<file path="src/hdl/qdec_pkg.sv">
// ----------------------------------------------------------------------------
// qdec_pkg: shared types and constants of the quadrature decoder
// Widths, sequence codes, register indexes and reset values.
// ----------------------------------------------------------------------------
package qdec_pkg;

  // Timestamp arithmetic width (default of the top-level parameter)
  localparam int TIMESTAMP_BITS_DEF = 32;
  localparam int NOW_US_W           = 32;
  localparam int MS_SHIFT           = 10;

  // Stream widths
  localparam int IN_TDATA_W  = 40;
  localparam int OUT_TDATA_W = 24;
  localparam int STEP_W      = 17;

  // Configuration port
  localparam int CFG_INDEX_W = 2;
  localparam int CFG_DATA_W  = 8;

  // Phase transition check: bit i is set when history nibble i is a legal move
  localparam logic [15:0] VALID_TABLE = 16'b0110_1001_1001_0110;
  localparam logic [5:0]  SEQ_CW      = 6'b01_11_10;
  localparam logic [5:0]  SEQ_CCW     = 6'b10_11_01;

  typedef enum logic [CFG_INDEX_W-1:0] {
    REG_SENSITIVITY = 2'd0,
    REG_DISCARD     = 2'd1,
    REG_FIX_DIR     = 2'd2
  } cfg_index_t;

  localparam logic [CFG_DATA_W-1:0] SENSITIVITY_RST = 8'd0;
  localparam logic [CFG_DATA_W-1:0] DISCARD_RST     = 8'd5;
  localparam logic [CFG_DATA_W-1:0] FIX_DIR_RST     = 8'd50;

  // Direction, two's complement -1, 0, +1
  typedef enum logic [1:0] {
    DIR_NONE = 2'b00,
    DIR_CW   = 2'b01,
    DIR_CCW  = 2'b11
  } dir_t;

  typedef struct packed {
    logic [CFG_DATA_W-1:0] sensitivity;
    logic [CFG_DATA_W-1:0] discard_limit_ms;
    logic [CFG_DATA_W-1:0] fix_direction_ms;
  } cfg_regs_t;

  typedef struct packed {
    logic [NOW_US_W-1:0] now_us;
    logic                phase_b;
    logic                phase_a;
  } in_item_t;

endpackage

</file>
<file path="src/hdl/qdec_cfg.sv">
// ----------------------------------------------------------------------------
// qdec_cfg: configuration register file
// Holds sensitivity, discard limit and fix-direction limit.
// ----------------------------------------------------------------------------
module qdec_cfg (
  input  logic                             clk,
  input  logic                             rst,
  input  logic                             cfg_valid,
  output logic                             cfg_ready,
  input  logic [qdec_pkg::CFG_INDEX_W-1:0] cfg_index,
  input  logic [qdec_pkg::CFG_DATA_W-1:0]  cfg_data,
  output qdec_pkg::cfg_regs_t              regs
);
  import qdec_pkg::*;

  assign cfg_ready = 1'b1;

  always_ff @(posedge clk) begin
    if (rst) begin
      regs.sensitivity      <= SENSITIVITY_RST;
      regs.discard_limit_ms <= DISCARD_RST;
      regs.fix_direction_ms <= FIX_DIR_RST;
    end else if (cfg_valid) begin
      unique case (cfg_index)
        REG_SENSITIVITY: regs.sensitivity      <= cfg_data;
        REG_DISCARD:     regs.discard_limit_ms <= cfg_data;
        REG_FIX_DIR:     regs.fix_direction_ms <= cfg_data;
        default: begin
          // unmapped index: drop the write
        end
      endcase
    end
  end

endmodule

</file>
<file path="src/hdl/qdec_in_reg.sv">
// ----------------------------------------------------------------------------
// qdec_in_reg: input register
// Captures one sample word and holds it until the step logic takes it.
// ----------------------------------------------------------------------------
module qdec_in_reg (
  input  logic                            clk,
  input  logic                            rst,
  input  logic                            s_tvalid,
  output logic                            s_tready,
  input  logic [qdec_pkg::IN_TDATA_W-1:0] s_tdata,
  input  logic                            take,
  output logic                            item_valid,
  output qdec_pkg::in_item_t              item
);
  import qdec_pkg::*;

  assign s_tready = !item_valid || take;

  always_ff @(posedge clk) begin
    if (rst) begin
      item_valid <= 1'b0;
    end else if (s_tready) begin
      item_valid <= s_tvalid;
    end
  end

  always_ff @(posedge clk) begin
    if (s_tvalid && s_tready) begin
      item.phase_a <= s_tdata[0];
      item.phase_b <= s_tdata[1];
      item.now_us  <= s_tdata[NOW_US_W+1:2];
    end
  end

endmodule

</file>
<file path="src/hdl/qdec_step.sv">
// ----------------------------------------------------------------------------
// qdec_step: phase tracking, step timing and result register
// Validates the phase transition, detects full steps, applies the timing
// rules and registers the signed step count.
// ----------------------------------------------------------------------------
module qdec_step #(
  parameter int TIMESTAMP_BITS = qdec_pkg::TIMESTAMP_BITS_DEF
) (
  input  logic                               clk,
  input  logic                               rst,
  input  logic                               item_valid,
  input  qdec_pkg::in_item_t                 item,
  input  qdec_pkg::cfg_regs_t                regs,
  output logic                               take,
  input  logic                               out_ready,
  output logic                               out_valid,
  output logic signed [qdec_pkg::STEP_W-1:0] step_count
);
  import qdec_pkg::*;

  localparam int GAP_W = TIMESTAMP_BITS - MS_SHIFT;
  localparam int CMP_W = (GAP_W > CFG_DATA_W) ? GAP_W : CFG_DATA_W;

  logic [5:0]                phase_history;
  logic [TIMESTAMP_BITS-1:0] last_step_time;
  dir_t                      last_direction;

  logic [5:0]                hist;
  logic                      legal;
  logic                      is_step;
  logic                      emit;
  logic [TIMESTAMP_BITS-1:0] now_ts;
  logic [TIMESTAMP_BITS-1:0] elapsed;
  logic [CMP_W-1:0]          gap;
  logic                      discard;
  logic                      accel;
  logic                      fix_dir;
  logic [CFG_DATA_W-1:0]     diff;
  logic [2*CFG_DATA_W-1:0]   mag;
  logic [STEP_W-1:0]         mag_ext;
  dir_t                      step_dir;
  dir_t                      dir_sel;
  logic [STEP_W-1:0]         step_count_next;

  assign take = item_valid && (!out_valid || out_ready);

  always_comb begin
    hist    = {phase_history[3:0], item.phase_b, item.phase_a};
    legal   = VALID_TABLE[hist[3:0]];
    is_step = legal && ((hist == SEQ_CW) || (hist == SEQ_CCW));
    step_dir = (hist == SEQ_CW) ? DIR_CW : DIR_CCW;

    now_ts  = TIMESTAMP_BITS'(item.now_us);
    elapsed = now_ts - last_step_time;
    gap     = CMP_W'(elapsed[TIMESTAMP_BITS-1:MS_SHIFT]);

    discard = gap < CMP_W'(regs.discard_limit_ms);
    accel   = gap < CMP_W'(regs.sensitivity);
    fix_dir = gap < CMP_W'(regs.fix_direction_ms);

    // under acceleration the gap is below sensitivity, so it fits 8 bits
    diff    = regs.sensitivity - gap[CFG_DATA_W-1:0];
    mag     = accel ? (diff * diff) : (2*CFG_DATA_W)'(1);
    mag_ext = STEP_W'(mag);

    dir_sel = fix_dir ? last_direction : step_dir;
    emit    = is_step && !discard;

    unique case (dir_sel)
      DIR_CW:   step_count_next = mag_ext;
      DIR_CCW:  step_count_next = -mag_ext;
      default:  step_count_next = '0;
    endcase
  end

  always_ff @(posedge clk) begin
    if (rst) begin
      phase_history  <= '0;
      last_step_time <= '0;
      last_direction <= DIR_NONE;
      out_valid      <= 1'b0;
    end else if (take) begin
      if (legal) begin
        phase_history <= hist;
      end
      if (is_step) begin
        last_step_time <= now_ts;
      end
      if (emit) begin
        last_direction <= dir_sel;
      end
      out_valid <= emit;
    end else if (out_ready) begin
      out_valid <= 1'b0;
    end
  end

  always_ff @(posedge clk) begin
    if (take && emit) begin
      step_count <= step_count_next;
    end
  end

endmodule

</file>
<file path="src/hdl/quadrature_decoder_with_acceleration.sv">
// ----------------------------------------------------------------------------
// quadrature_decoder_with_acceleration: rotary encoder step decoder
// Turns timestamped contact samples into signed, speed-scaled step counts.
// ----------------------------------------------------------------------------
// Each input word is one sample of the two encoder contacts with its
// microsecond timestamp. A sample is kept only when exactly one contact
// changed; a kept 01-11-10 sequence is one clockwise step, 10-11-01 one
// counterclockwise step. The gap to the previous step, in units of 1024 us,
// drops the step when it is under discard_limit_ms, scales it by
// (sensitivity - gap)^2 when under sensitivity, and reuses the previous
// direction when under fix_direction_ms. A step that survives gives one
// output word with the signed count; every other sample gives none.
// Rate: one word per clock, sustained while the output is not stalled. An
// accepted word is loaded into the input register; the step logic then runs
// it into the result register, where output valid rises.
// The phase, timestamp and direction state updates in the same cycle that an
// item is evaluated, so consecutive words need no bubbles. A stalled output
// holds the input register; further words wait in s_tready.
// Configuration writes take effect the cycle after cfg_valid; cfg_ready is
// always high. Write registers only while the block is idle.
// ----------------------------------------------------------------------------
module quadrature_decoder_with_acceleration #(
  parameter int TIMESTAMP_BITS = qdec_pkg::TIMESTAMP_BITS_DEF
) (
  input  logic                             clk,
  input  logic                             rst,
  // sample stream
  input  logic                             s_tvalid,
  output logic                             s_tready,
  input  logic [qdec_pkg::IN_TDATA_W-1:0]  s_tdata,   // [0] phase_a, [1] phase_b,
                                                      // [33:2] now_us, rest zero
  // step stream
  output logic                             m_tvalid,
  input  logic                             m_tready,
  output logic [qdec_pkg::OUT_TDATA_W-1:0] m_tdata,   // [16:0] step_count, rest zero
  // configuration write channel
  input  logic                             cfg_valid,
  output logic                             cfg_ready,
  input  logic [qdec_pkg::CFG_INDEX_W-1:0] cfg_index,
  input  logic [qdec_pkg::CFG_DATA_W-1:0]  cfg_data
);
  import qdec_pkg::*;

  cfg_regs_t          regs;
  in_item_t           item;
  logic               item_valid;
  logic               take;
  logic signed [STEP_W-1:0] step_count;

  // register file
  qdec_cfg u_cfg (
    .clk       (clk),
    .rst       (rst),
    .cfg_valid (cfg_valid),
    .cfg_ready (cfg_ready),
    .cfg_index (cfg_index),
    .cfg_data  (cfg_data),
    .regs      (regs)
  );

  // hold one sample word in front of the step logic
  qdec_in_reg u_in (
    .clk        (clk),
    .rst        (rst),
    .s_tvalid   (s_tvalid),
    .s_tready   (s_tready),
    .s_tdata    (s_tdata),
    .take       (take),
    .item_valid (item_valid),
    .item       (item)
  );

  // evaluate the sample, advance the state and register the result
  qdec_step #(
    .TIMESTAMP_BITS (TIMESTAMP_BITS)
  ) u_step (
    .clk        (clk),
    .rst        (rst),
    .item_valid (item_valid),
    .item       (item),
    .regs       (regs),
    .take       (take),
    .out_ready  (m_tready),
    .out_valid  (m_tvalid),
    .step_count (step_count)
  );

  // pad the count with zeros up to a whole number of bytes
  assign m_tdata = {{(OUT_TDATA_W-STEP_W){1'b0}}, step_count};

endmodule

</file>
<file path="config.mk">
export PLATFORM = sky130hd
export DESIGN_NAME = quadrature_decoder_with_acceleration
export DESIGN_NICKNAME = d
export VERILOG_FILES = /design/src/hdl/qdec_pkg.sv /design/src/hdl/qdec_cfg.sv /design/src/hdl/qdec_in_reg.sv /design/src/hdl/qdec_step.sv /design/src/hdl/quadrature_decoder_with_acceleration.sv
export SDC_FILE = /design/constraint.sdc
export NUM_CORES = 1
export LEC_CHECK = 0
export BUFFER_PORTS_ARGS = -buffer_cell sky130_fd_sc_hd__buf_4
export CORE_MARGIN = 8
export CORE_UTILIZATION = 42
export CTS_BUF_LIST = sky130_fd_sc_hd__clkbuf_8
export CTS_CLUSTER_DIAMETER = 100
export DETAILED_ROUTE_END_ITERATION = 8
export GPL_TIMING_DRIVEN = 1
export SYNTH_ARGS = -nofsm -noshare
export SYNTH_HDL_FRONTEND = slang
export SYNTH_HIERARCHICAL = 1
export SYNTH_SLANG_ARGS = --single-unit
</file>
<file path="constraint.sdc">
create_clock -name clk -period 8.2 [get_ports clk]
set_input_delay 0.82 -clock clk [delete_from_list [all_inputs] [get_ports clk]]
set_output_delay 0.82 -clock clk [all_outputs]
set_load 0.02 [all_outputs]
</file>
==> results of run 1 <==
## final timing paths
kind | startpoint | end | slack, ps | cells after the start
worst min register to register | u_step/last_step_time[22]$_SDFFE_PP0P_ | u_step/last_step_time[22]$_SDFFE_PP0P_ | 450 | 2
worst min-delay path | u_step/last_step_time[22]$_SDFFE_PP0P_ | u_step/last_step_time[22]$_SDFFE_PP0P_ | 450 | 2
worst max-delay path | u_in/item[6]$_DFFE_PP_ | u_step/step_count[15]$_DFFE_PP_ | 110 | 35
worst max register to register | u_in/item[6]$_DFFE_PP_ | u_step/step_count[15]$_DFFE_PP_ | 110 | 35
## timing repair
action,in CTS,in global routing
endpoints found under the setup margin,5,7
pin swaps,15,58
resized for setup,12,66
endpoints found under the hold margin,0,0
buffers inserted,6,7
gates cloned,0,0
## through the flow
step	area, um^2	setup TNS [ps]	hold WS [ps]
2_1_floorplan	9110	0	436
3_3_place_gp	10400	-539	442
3_5_place_dp	10400	-482	447
4_1_cts	10800	0	458
5_1_grt	11200	-738	472
6_report	11200	0	454
## logic make-up (layout without fill, tap and decap cells)
family | after synthesis | after routing | synth area share, %
adders and majority gates | 115 | 115 | 18.1
other | 4 | 10 | 0.167
and+or+nand+nor | 337 | 337 | 18.7
muxes | 31 | 31 | 3.64
AOI/OAI and AO/OA | 230 | 230 | 17.0
DFF | 115 | 115 | 31.2
xor gates and xnor gates | 39 | 39 | 3.79
buffers and inverters | 166 | 313 | 7.43
## worst max-delay path, delay by kind of cell (launching register included)
family / cells / cell delay [ps]
and+or+nand+nor: 12 / 2060
DFF: 1 / 400
adders and majority gates: 7 / 2690
buffers and inverters: 3 / 250
AOI/OAI and AO/OA: 10 / 1780
xor gates and xnor gates: 3 / 740
## layout make-up
class	count	share of cell area [%]
Multi-Input combinational cell	762	53.7
Inverter	124	4.15
Sequential cell	115	25.1
Clock inverter	15	1.18
Tap cell	275	3.07
Clock buffer	17	2.09
Timing Repair Buffer	157	10.7
## Yosys cell counts (3+ instances only)
library cell / number / area share [%]
a211o_1: 3 / 0.29
a211oi_1: 7 / 0.58
a21o_1: 23 / 1.9
a21oi_1: 78 / 4.3
a311oi_1: 4 / 0.39
a31oi_1: 11 / 0.76
and2_1: 7 / 0.49
and3_1: 5 / 0.35
and3b_1: 4 / 0.39
and4_1: 3 / 0.29
buf_2: 7 / 0.39
buf_4: 8 / 0.67
clkbuf_1: 26 / 1.1
conb_1: 4 / 0.17
dfxtp_1: 64 / 14
edfxtp_1: 51 / 17
fa_1: 26 / 5.8
ha_1: 89 / 12
inv_1: 124 / 5.2
mux2i_1: 29 / 3.2
nand2_1: 107 / 4.5
nand2b_1: 42 / 2.9
nand3_1: 17 / 0.94
nand4_1: 5 / 0.35
nor2_1: 81 / 3.4
nor2b_1: 11 / 0.76
nor3_1: 15 / 0.83
nor3b_1: 4 / 0.33
nor4_1: 7 / 0.49
o211ai_1: 18 / 1.5
o21a_1: 9 / 0.75
o21ai_0: 39 / 2.2
o31ai_1: 3 / 0.25
or2_2: 6 / 0.42
or3_1: 4 / 0.28
xnor2_1: 26 / 2.5
xor2_1: 13 / 1.3
## report_power, final
part           switching (uW)  internal, uW  leakage, uW
clock                     262           241     0.000184
sequential               10.8           614     0.000952
combinational            1990          2040      0.00351
total                    2260          2900      0.00465
## flip-flops by register name, summed over array words and instances, names as in the netlist
signal                 cells
u_in/item                 34
u_step/last_step_time     32
u_cfg/regs                24
u_step/step_count         17
u_step/phase_history       4
u_step/last_direction      2
u_in/item_valid            1
u_step/out_valid           1
## layer usage
| metal | part of all wire, % | routed length [um] | track usage [%] | vias up |
|---|---|---|---|---|
| li1 | - | - | - | 3852 |
| met1 | 44 | 9200 | 18.3 | 3539 |
| met2 | 52 | 11000 | 29.9 | 99 |
| met3 | 2.6 | 551 | 3.16 | 18 |
| met4 | 1.5 | 308 | 4.80 | 0 |
| met5 | 0 | 0 | 0 | - |
==> key figures, run 1 <==
GRT
  – First-pass GRT wire length: roughly 35000 um
  – Grt total ovfl: 0
  – Antenna violations before repair: 0
  – Vias in the first global route: between 7000 and 8000
  – Tot GR Track Use: ~16%
  – Largest net degree at the start of global routing: 78

Setup path
  – WP data arrival: about 8400 ps
  – Crit-path slowest cell: fa_1
  – CP startpoint kind: register
  – CP endpoint kind: register
  – CP peak stage delay: roughly 520 ps
  – CP max FO: 4
  – CP Class: register to register
  – CP required: ~8500 ps
  – CP dominant cell by count: fa_1

Yosys
  – Fraction of registers with async set/reset: 0%
  – Yosys reg bits: 115
  – Syn avg cell area: 8.69 um^2
  – Number of synthesized flops with an enable pin: approximately 50
  – Yosys cell types: 80
  – Synth Cell Area: roughly 0.009 mm^2
  – Sequential share of the synthesized area: between 30% and 40%
  – Top FF cell, synth: dfxtp_1
  – Synth Instances: about 1000
  – Yosys Warn Count: 6

Power and ir drop
  – Lkg Pwr: 0.00465 uW
  – Final Power: around 5200 uW
  – Max VDD drop: 585 uV
  – P per Cell Area: approximately 460 mW/mm^2

Drt
  – Post-route ant nets: 0
  – Total wire length: roughly 21000 um
  – Residual DRC: 0
  – Vias per Instance: slightly above 5
  – DR WL/cell: 14.4 um
  – Detailed Route Iter0 Violations: 351
  – Number of iterations in the first detailed-routing pass: 5
  – Total number of vias: 7508

Place
  – Dpl hpwl: around 16000 um
  – Pre-CTS setup slack: -199 ps
  – Placed Instances: ~1400
  – GPL Wtd Cong: between 0.8 and 0.9
  – Port buffer count: 67

Finish
  – Area growth syn-to-layout: 24.5%
  – Flip-flop and latch area: 0.00281 mm^2
  – Most frequent cells in the layout: buf_4, inv_1, nand2_1
  – Commonest non-fill, non-tap cell in the layout: buf_4
  – Share of post-route cells with drive strength above 1: a little under a quarter
  – Fin util: a little over half
  – Diode count: 0
  – Area of the multi-input gates: about 0.006 mm^2
  – Filler cell count: slightly below 2000
  – Nets: 1347
  – Non-filler cells, final: 1465

Clocking
  – H-tree levels: 4
  – Clk slew on worst S/H paths: approximately 70 ps
  – Clock Latency Late Sink: around 440 ps
  – Clock tree buffer depth: 2
  – Hold Buf Count CTS: 0
  – Root Buffer: clkbuf_8
  – Total CTS buffers: 17
  – Sink Count: about 120
  – CTS tree: done

STA
  – Tcrit/Tclk final: slightly below 100%
  – Final setup vio count: 0
  – Relative slew slack: 28.5%
  – Fin crit period: 8090 ps
  – RSZ-0062 raised after global routing: yes
  – Final Hold Viols: 0
  – Final worst setup slack: about 110 ps
  – Final Max Slew Viols: 0
  – Clk_skew: about 8.9 ps
  – Achievable Freq: roughly 120 MHz
  – Actual slew at the worst max-slew pin: 1070 ps

Outcome
  – Outcome: completed

Floorplan
  – Die H: around 160 um
  – Initial core utilization: between 40% and 50%
  – Die ar.: approximately 0.026 mm^2
  – Row cnt: 53
  – IO Count: 82
  – Horiz. Die Dim: approximately 160 um
  – Core Box Area: between 0.02 and 0.025 mm^2

Hold path
  – Min-delay worst type: register to register

Job
  – Max-cap viol count: 0
Note: power is estimated with default switching activity, not from simulation.
==> inputs of run 2 (changes only) <==
Settings changed: CELL_PAD_IN_SITES_DETAIL_PLACEMENT set to 1, CELL_PAD_IN_SITES_GLOBAL_PLACEMENT set to 1, PLACE_DENSITY set to 0.8.
==> run 2 against run 1 <==
Sequential share of layout area decreased by 0.15 points. First-iteration DRC count decreased by 31%. Wire length increased by 23%. Sequential power about the same. Clock-buffer cell count increased by 1. Critical endpoint is now u_step/step_count[14]$_DFFE_PP_. Largest cell class unchanged.
==> key figures, run 2 (synthesis gave the netlist of run 1 again) <==
Finish
  – Flip-flop and latch area: 0.00282 mm^2 (about the same)
  – Most frequent cells in the layout: buf_4, inv_1, nand2_1
  – Diode count: 0 (unchanged)
  – Filler cell count: 2435 (+25%)
  – Share of post-route cells with drive strength above 1: 24.6% (+1.5 points)
  – Max reg flops: 34 (unchanged)
  – Fin util: 53.7% (+0.35 points)
  – Area of the multi-input gates: 0.00603 mm^2 (+0.17%)
  – Nets: 1360 (+0.97%)
  – Area growth syn-to-layout: 25.3%
  – Biggest register: u_in/item
  – Commonest non-fill, non-tap cell in the layout: buf_4
  – Biggest regs: u_in/item (34), u_step/last_step_time (32), u_cfg/regs (24)

STA
  – Final Max Slew Viols: 0 (unchanged)
  – Setup tns final: 0 ps (unchanged)
  – Final Hold Viols: 0 (unchanged)
  – Clk_skew: 12.7 ps (+3.83 ps)
  – Actual slew at the worst max-slew pin: 1200 ps (+134 ps)
  – RSZ-0062 raised after global routing: yes
  – Fin crit period: 8100 ps (+14.4 ps)
  – Final setup vio count: 0 (unchanged)
  – Achievable Freq: 123 MHz (-0.18%)
  – Relative slew slack: 19.6% (-9.0 points)
  – Tcrit/Tclk final: 98.8% (+0.18 points)
  – Final worst setup slack: 95.1 ps (-14.4 ps)

Drt
  – Max layer used: met4
  – Met2 WL: 14500 um (+31%)
  – Vias per Instance: 5.42 (+5.8%)
  – Number of iterations in the first detailed-routing pass: 4 (-1)
  – Detailed Route Iter0 Violations: 242 (-31%)
  – Residual DRC: 0 (unchanged)
  – Met3 wire len: 741 um (+34%)
  – Total number of vias: 8016 (+6.8%)
  – Total wire length: 25900 um (+23%)
  – Metal-1 WL: 10200 um (+11%)
  – DR WL/cell: 17.5 um (+22%)
  – Post-route ant nets: 0 (unchanged)

Setup path
  – Top Family by Delay on Critical Path: adder cells
  – CP endpoint kind: register
  – CP peak stage delay: 510 ps (about the same)
  – CP Class: register to register
  – CP required: 8340 ps (-150 ps)
  – CP max FO: 4 (unchanged)
  – WP data arrival: 8240 ps (-140 ps)
  – CP startpoint kind: register
  – CP dominant cell by count: fa_1
  – WP buf/inv: 2 (-1)
  – Crit-path slowest cell: fa_1

Power and ir drop
  – Sw Share: 45.3% (+1.5 points)
  – P per Cell Area: 473 mW/mm^2 (+2.7%)
  – Final Power: 5340 uW (+3.4%)
  – Sw Pwr: 2420 uW (+6.8%)
  – Max VDD drop: 479 uV (-18%)
  – Power share of the clock group: 9.0% (-0.7 points)
  – Internal: 2920 uW (+0.70%)
  – Lkg Pwr: 0.00470 uW (+1.1%)
  – Comb pwr share: 79.2% (+1.0 points)
  – Sequential Power Share: 11.7% (-0.4 points)

Clocking
  – Clock tree buffer depth: 2 (unchanged)
  – H-tree levels: 4 (unchanged)
  – Clock Latency Late Sink: 450 ps (about the same)
  – Hold Buf Count CTS: 0 (unchanged)
  – CTS tree: done
  – Root Buffer: clkbuf_8
  – Total CTS buffers: 17 (unchanged)
  – Sink Count: 115 (unchanged)
  – Clk slew on worst S/H paths: 70 ps (about the same)

Floorplan
  – Horiz. Die Dim: 162 um (unchanged)
  – Core Box Area: 0.0210 mm^2 (unchanged)
  – Initial core utilization: 42.9% (unchanged)
  – Die ar.: 0.0264 mm^2 (unchanged)
  – Row cnt: 53 (unchanged)
  – IO Count: 82 (unchanged)
  – Die H: 162 um (unchanged)

Place
  – Dpl hpwl: 18800 um (+19%)
  – Pre-CTS setup slack: -469 ps (-269 ps)
  – Port buffer count: 67 (unchanged)
  – GPL Wtd Cong: 0.858 (+1.9%)

GRT
  – Antenna violations before repair: 0 (unchanged)
  – Grt total ovfl: 0 (unchanged)
  – Vias in the first global route: 8731 (+16%)
  – Largest net degree at the start of global routing: 78 (unchanged)
  – Tot GR Track Use: 19.4% (+3.3 points)
  – First-pass GRT wire length: 41700 um (+19%)

Job
  – Max-cap viol count: 0 (unchanged)

Outcome
  – Outcome: completed

Hold path
  – Min-delay worst type: register to register
run 2: cell count changes in the layout (fill, tap and decap cells not counted), moves of 2 or more:
cell,before,now
a21oi_2,3,5
buf_4,150,168
buf_6,7,2
clkinv_2,3,5
ha_1,79,76
ha_2,2,5
inv_1,119,121
inv_6,4,0
nor2_2,3,1
nor2_4,0,2
nor2b_1,9,7
nor2b_2,0,3
o21ai_1,5,3
run 2: what timing repair did:
action                                  CTS  global route
resized for setup                        35            48
endpoints found under the setup margin    6             6
pin swaps                                36            41
gates cloned                              0             0
setup buffers                            10            13
run 2: worst min-delay path: cells and delay by family, from the launching register on:
| family | cells | cell delay, ps |
|---|---|---|
| and+or+nand+nor | 1 | 50 |
| AOI/OAI and AO/OA | 1 | 50 |
| DFF | 1 | 310 |
run 2: final timing paths:
check                                         from                               endpoint  slack [ps]  depth (start not counted)
max                         u_in/item[4]$_DFFE_PP_        u_step/step_count[14]$_DFFE_PP_         100                         34
min          u_step/last_step_time[4]$_SDFFE_PP0P_  u_step/last_step_time[4]$_SDFFE_PP0P_         460                          2
max reg2reg                 u_in/item[4]$_DFFE_PP_        u_step/step_count[14]$_DFFE_PP_         100                         34
min reg2reg  u_step/last_step_time[4]$_SDFFE_PP0P_  u_step/last_step_time[4]$_SDFFE_PP0P_         460                          2
run 2: layout make-up:
type,instances,share of cell area [%]
inverter,124,4.12
clock buffer,18,2.19
multi-input combinational,762,53.4
timing repair buffer,170,11.4
clock inverter,14,0.908
sequential,115,24.9
tap,275,3.05
run 2: power by group through the flow:
stage	logic, uW	clock network, uW	registers [uW]
2_1_floorplan	1890	0	635
3_3_place_gp	2960	0	638
3_5_place_dp	3100	0	639
4_1_cts	3500	494	626
5_1_grt	4620	516	628
6_report	4230	483	626
run 2: through the flow:
step | hold WS (ps) | instance area, um^2 | cells
floorplan | 436 | 9110 | 1043
global placement | 441 | 10400 | 1424
detailed placement | 448 | 10400 | 1424
CTS | 458 | 11000 | 1465
global route | 484 | 11300 | 1478
finish | 456 | 11300 | 1478
run 2: layer usage:
metal  vias to the layer above  global-route usage, %
met5                         -                      0
met4                         0                   6.36
met3                        51                   3.19
met2                       143                   38.7
met1                      3950                   20.0
li1                       3872                      -
